`src/rtl/fdd_pkg.sv`:
```
// ---------------------------------------------------------------------------
// fdd_pkg
// types and constants of the finite difference derivative block
// ---------------------------------------------------------------------------
`default_nettype none

package fdd_pkg;

    localparam int CFG_INDEX_BITS = 2;
    localparam int CFG_DATA_BITS  = 32;
    localparam int RECIP_BITS     = 32;

    localparam logic [CFG_INDEX_BITS-1:0] REG_INV_TWO_DT     = 2'd0;
    localparam logic [CFG_INDEX_BITS-1:0] REG_INV_DT_SQUARED = 2'd1;

    localparam logic [RECIP_BITS-1:0] INV_TWO_DT_RESET     = 32'd6554;
    localparam logic [RECIP_BITS-1:0] INV_DT_SQUARED_RESET = 32'd2621;

    typedef enum logic [1:0] {
        KIND_FORWARD  = 2'd0,
        KIND_CENTRAL  = 2'd1,
        KIND_BACKWARD = 2'd2,
        KIND_SHORT    = 2'd3
    } t_kind;

    // pending result jobs of one sample, lowest bit goes out first
    localparam int JOB_FORWARD  = 0;
    localparam int JOB_CENTRAL1 = 1;
    localparam int JOB_CENTRAL2 = 2;
    localparam int JOB_BACKWARD = 3;
    localparam int JOB_SHORT    = 4;
    localparam int JOB_COUNT    = 5;

    typedef logic [JOB_COUNT-1:0] t_jobs;

    typedef struct packed {
        logic s2;
        logic s3;
        logic s4;
    } t_stage_en;

endpackage

`default_nettype wire

```
`src/rtl/fdd_scale.sv`:
```
// ---------------------------------------------------------------------------
// fdd_scale
// numerator times reciprocal, rounded half away from zero, saturated
// ---------------------------------------------------------------------------
`default_nettype none

module fdd_scale #(
    parameter int SAMPLE_BITS   = 32,
    parameter int FRACTION_BITS = 16,
    localparam int NUM_BITS     = SAMPLE_BITS + 4
) (
    input  wire logic                          i_clk,
    input  wire fdd_pkg::t_stage_en            i_en,
    input  wire logic signed [NUM_BITS-1:0]    i_num,
    input  wire logic [fdd_pkg::RECIP_BITS-1:0] i_recip,
    output logic signed [SAMPLE_BITS-1:0]      o_value,
    output logic                               o_sat
);

    localparam int RB       = fdd_pkg::RECIP_BITS;
    localparam int MAG_BITS = NUM_BITS;
    localparam int LO_BITS  = (MAG_BITS < 32) ? MAG_BITS : 32;
    localparam int HI_BITS  = (MAG_BITS > 32) ? MAG_BITS - 32 : 1;
    localparam int EXT_BITS = HI_BITS + 32;
    localparam int SUM_BITS = HI_BITS + RB + 33;
    localparam logic [SUM_BITS-1:0] HALF = (SUM_BITS'(1) << FRACTION_BITS) >> 1;
    localparam logic [SUM_BITS-1:0] POS_LIM = (SUM_BITS'(1) << (SAMPLE_BITS - 1)) - 1'b1;

    // magnitude stage
    logic                  r_neg2;
    logic [MAG_BITS-1:0]   r_mag;
    logic                  n_neg2;
    logic [MAG_BITS-1:0]   n_mag;

    // product stage
    logic                  r_neg3;
    logic [LO_BITS+RB-1:0] r_plo;
    logic [HI_BITS+RB-1:0] r_phi;
    logic [EXT_BITS-1:0]   w_mag_ext;
    logic [LO_BITS-1:0]    w_lo;
    logic [HI_BITS-1:0]    w_hi;

    // round and clip stage
    logic [SUM_BITS-1:0]    w_sum;
    logic [SUM_BITS-1:0]    w_q;
    logic [SUM_BITS-1:0]    w_lim;
    logic                   w_clip;
    logic [SAMPLE_BITS-1:0] w_qmag;
    logic [SAMPLE_BITS-1:0] n_value;

    always_comb begin
        n_neg2 = i_num[NUM_BITS-1];
        n_mag  = n_neg2 ? (~MAG_BITS'(i_num) + 1'b1) : MAG_BITS'(i_num);
    end

    assign w_mag_ext = EXT_BITS'(r_mag);
    assign w_lo      = w_mag_ext[LO_BITS-1:0];
    assign w_hi      = w_mag_ext[32 +: HI_BITS];

    always_comb begin
        w_sum   = {1'b0, r_phi, 32'd0} + SUM_BITS'(r_plo) + HALF;
        w_q     = w_sum >> FRACTION_BITS;
        w_lim   = POS_LIM + SUM_BITS'(r_neg3);
        w_clip  = (w_q > w_lim);
        w_qmag  = w_clip ? w_lim[SAMPLE_BITS-1:0] : w_q[SAMPLE_BITS-1:0];
        n_value = r_neg3 ? (~w_qmag + 1'b1) : w_qmag;
    end

    always_ff @(posedge i_clk) begin
        if (i_en.s2) begin
            r_neg2 <= n_neg2;
            r_mag  <= n_mag;
        end
        if (i_en.s3) begin
            r_neg3 <= r_neg2;
            r_plo  <= {{RB{1'b0}}, w_lo} * {{LO_BITS{1'b0}}, i_recip};
            r_phi  <= {{RB{1'b0}}, w_hi} * {{HI_BITS{1'b0}}, i_recip};
        end
        if (i_en.s4) begin
            o_value <= n_value;
            o_sat   <= w_clip;
        end
    end

endmodule

`default_nettype wire

```
`config.mk`:
```
export PLATFORM = sky130hd
export DESIGN_NAME = fdd_scale
export DESIGN_NICKNAME = d
export VERILOG_FILES = /design/src/rtl/fdd_pkg.sv /design/src/rtl/fdd_scale.sv
export SDC_FILE = /design/constraint.sdc
export NUM_CORES = 2
export LEC_CHECK = 0
export ABC_CLOCK_PERIOD_IN_PS = 20100
export BUFFER_PORTS_ARGS = -buffer_cell sky130_fd_sc_hd__clkbuf_2
export CAP_MARGIN = 20
export CORE_MARGIN = 2
export CORE_UTILIZATION = 45
export CTS_CLUSTER_SIZE = 25
export DETAILED_ROUTE_END_ITERATION = 8
export HOLD_SLACK_MARGIN = 0.12
export SETUP_SLACK_MARGIN = 0.05
export SLEW_MARGIN = 10
export SYNTH_ARGS = -nofsm -noshare
export SYNTH_HDL_FRONTEND = slang
export SYNTH_SLANG_ARGS = --single-unit
```
`constraint.sdc`:
```
create_clock -name i_clk -period 20.1 [get_ports i_clk]
set_input_delay 6.03 -clock i_clk [delete_from_list [all_inputs] [get_ports i_clk]]
set_output_delay 6.03 -clock i_clk [all_outputs]
set_load 0.005 [all_outputs]
```
==> results.ini <==
[sta]
max_freq_ghz=0.0683
layout_min_cycle_time_ns=14.65
tightest_slew_ns=1.21
period_share_pct=72.9
slew_viol_final=0
rsz0062_at_grt=false
hold_viol=0
tns_ns=0
fin_ws_ns=5.45
fin_skew_ns=0.0128
relSlewSlack_pct=19.1
setup_viol=0

[global_routing]
antenna_found_initial=5
grt_overflow=0
grt_max_degree=75
grt_use_total_pct=25.0
grt_pass1_wl_um=196000
grt_pass1_vias=34600

[synth]
ys.flop_type=edfxtp_1
yosysMostFrequentCell=inv_1
synth-xor-area-share_pct=2.96
synth.distinct_cells=80
synth_top_area_cell=fa_1
synthTopCellsByCount=inv_1 (974), fa_1 (955), nand2_1 (629), and2_1 (619), ha_1 (367)
synth_top_family_by_area=adder cells
yosysWarnings=0
synth_mux_area_share_pct=0.202
ys_ff_latch=156
synth-simple-area-share_pct=17.8
syn_inst=4858
syn_area_sq_um=45300
synth_top_area_share_pct=42.2
syn_area_per_cell_sq_um=9.32
synth_fp_nets=6252
synth_compound_area_share_pct=6.14
synthArstFlopShare_pct=0
synth_area_leaders=fa_1 (42%), edfxtp_1 (10%), ha_1 (10%)
ys_seq_area_share_pct=10.4
synth_edf_count=156
synth_adder_area_share_pct=52.4

[worst_hold_path]
holdCritStartpoint=r_neg2$_DFFE_PP_
worstHoldPathCells=0
holdPathEnd=r_neg3$_DFFE_PP_
hold_class=reg2reg

[route]
viasPerCell=5.32
antenna_left=0
drc_errors=0
first_pass_iters=5
drt-wirelength-per-cell_um=20.1
drtIter0Drc=2017
wirelength_um=123000
vias=32500

[worst_setup_path]
critPathBufInv=5
arrival_ns=14.90
endpoint_kind=flip-flop
crit_path_top_delay_cell=clkbuf_2
reg2reg_to=r_plo[63]$_DFFE_PP_
reg2reg_from=r_mag[5]$_DFFE_PP_
cpMostUsedCell=fa_1
path_delay_family=adder cells
ff2ff_path_depth=25
max_stage_delay_ns=0.87
worstPathRequired_ns=20.35
crit_type=in2reg
worst_setup_path_start_kind=input port
ff2ff_setup_slack_ns=10.72
crit_fanout=36

[clock_tree]
cts_tree=yes
htree_levels=4
cts.clk_slew.worst_paths_ns=0.07
cts.path.max_buffers=2
cts_num_sinks=156
cts_root_buffer=clkbuf_16
cts_resized=0
cts_buffers=17
clock_latency_ns=0.50
hold_buffers=0
post-cts-setup-buffers=0

[floorplanning]
die_h_um=321
core_area_sq_um=99900
initial_utilization_pct=45.3
rows=116
die_width_um=321
dieArea_sq_um=103000
pin_count=105

[layout]
drive_gt1_share_pct=4.50
final_area_sq_um=47500
area.growth.synth_to_final_pct=4.87
fillers=9568
layout.nets=6181

[status]
status=complete, no violations

[placement]
routabilityCongestion=0.879
hpwl_um=91600
place_ws_ns=5.02
place_area_sq_um=46900
portBuffers=104

[flow_run]
drv_cap=0

## through the flow
stage                     hold WS, ns  cells  utilization (%)
after floorplan                 0.400   4858                -
after global placement          0.676   6065             46.9
after detailed placement        0.678   6065             46.9
after CTS                       0.704   6096             47.5
after global routing            0.779   6097             47.5
final                           0.683   6098             47.5
## sequential cells by signal (all words and copies together), names as in the netlist
register,cells
r_plo,49
o_value,32
r_phi,36
r_neg3,1
r_mag,36
r_neg2,1
o_sat,1
## layout by cell type, fill, tap and decap left out, types with 23 or more instances in the layout
cell        n
nor3_1     36
nand3_1    43
inv_1     974
xor2_1     37
nor2_1     99
a21oi_1   119
buf_4      58
edfxtp_1  156
and2_1    619
fa_1      955
nand2_1   629
ha_1      367
o21ai_0    70
clkbuf_2  103
nor2b_1    23
xnor2_1   116
a21o_1     62
o21a_1     25
## layout make-up
cell class	instances	area [sq um]	area share [%]
Antenna cell	1	2.50	0.00527
Clock buffer	19	433	0.912
Clock inverter	12	136	0.287
Inverter	975	3660	7.71
Multi-Input combinational cell	3475	36000	75.8
Sequential cell	156	4680	9.87
Tap cell	1298	1620	3.42
Timing Repair Buffer	162	963	2.03
## kinds of logic after synthesis
group | Yosys count
compound gates | 418
flops | 156
buf+inv | 1227
xor+xnor | 153
mux | 9
fa+ha+maj | 1322
simple gates | 1573
## worst max-delay path by stage
stage                      startpoint                  end  slack, ns  cells after the start
final                     i_recip[15]  r_plo[63]$_DFFE_PP_       5.45                     27
after global routing      i_recip[15]  r_plo[63]$_DFFE_PP_       5.09                     26
after CTS                 i_recip[16]  r_plo[63]$_DFFE_PP_       5.56                     27
after detailed placement  i_recip[15]  r_plo[63]$_DFFE_PP_       5.02                     26
after global placement    i_recip[15]  r_plo[63]$_DFFE_PP_       5.18                     26
after floorplan           i_recip[25]  r_plo[63]$_DFFE_PP_       6.22                     27
## per-layer routing
layer / up-vias / share of wire, % / track usage, %
met5: - / 0.021 / 0
met1: 16700 / 44 / 34.0
met2: 984 / 46 / 39.8
met3: 178 / 7.9 / 5.94
li1: 14600 / - / -
met4: 4 / 2.6 / 7.32
Power is not shown: default switching activity piles up to over one toggle a cycle in this logic, so the estimate is an artifact.
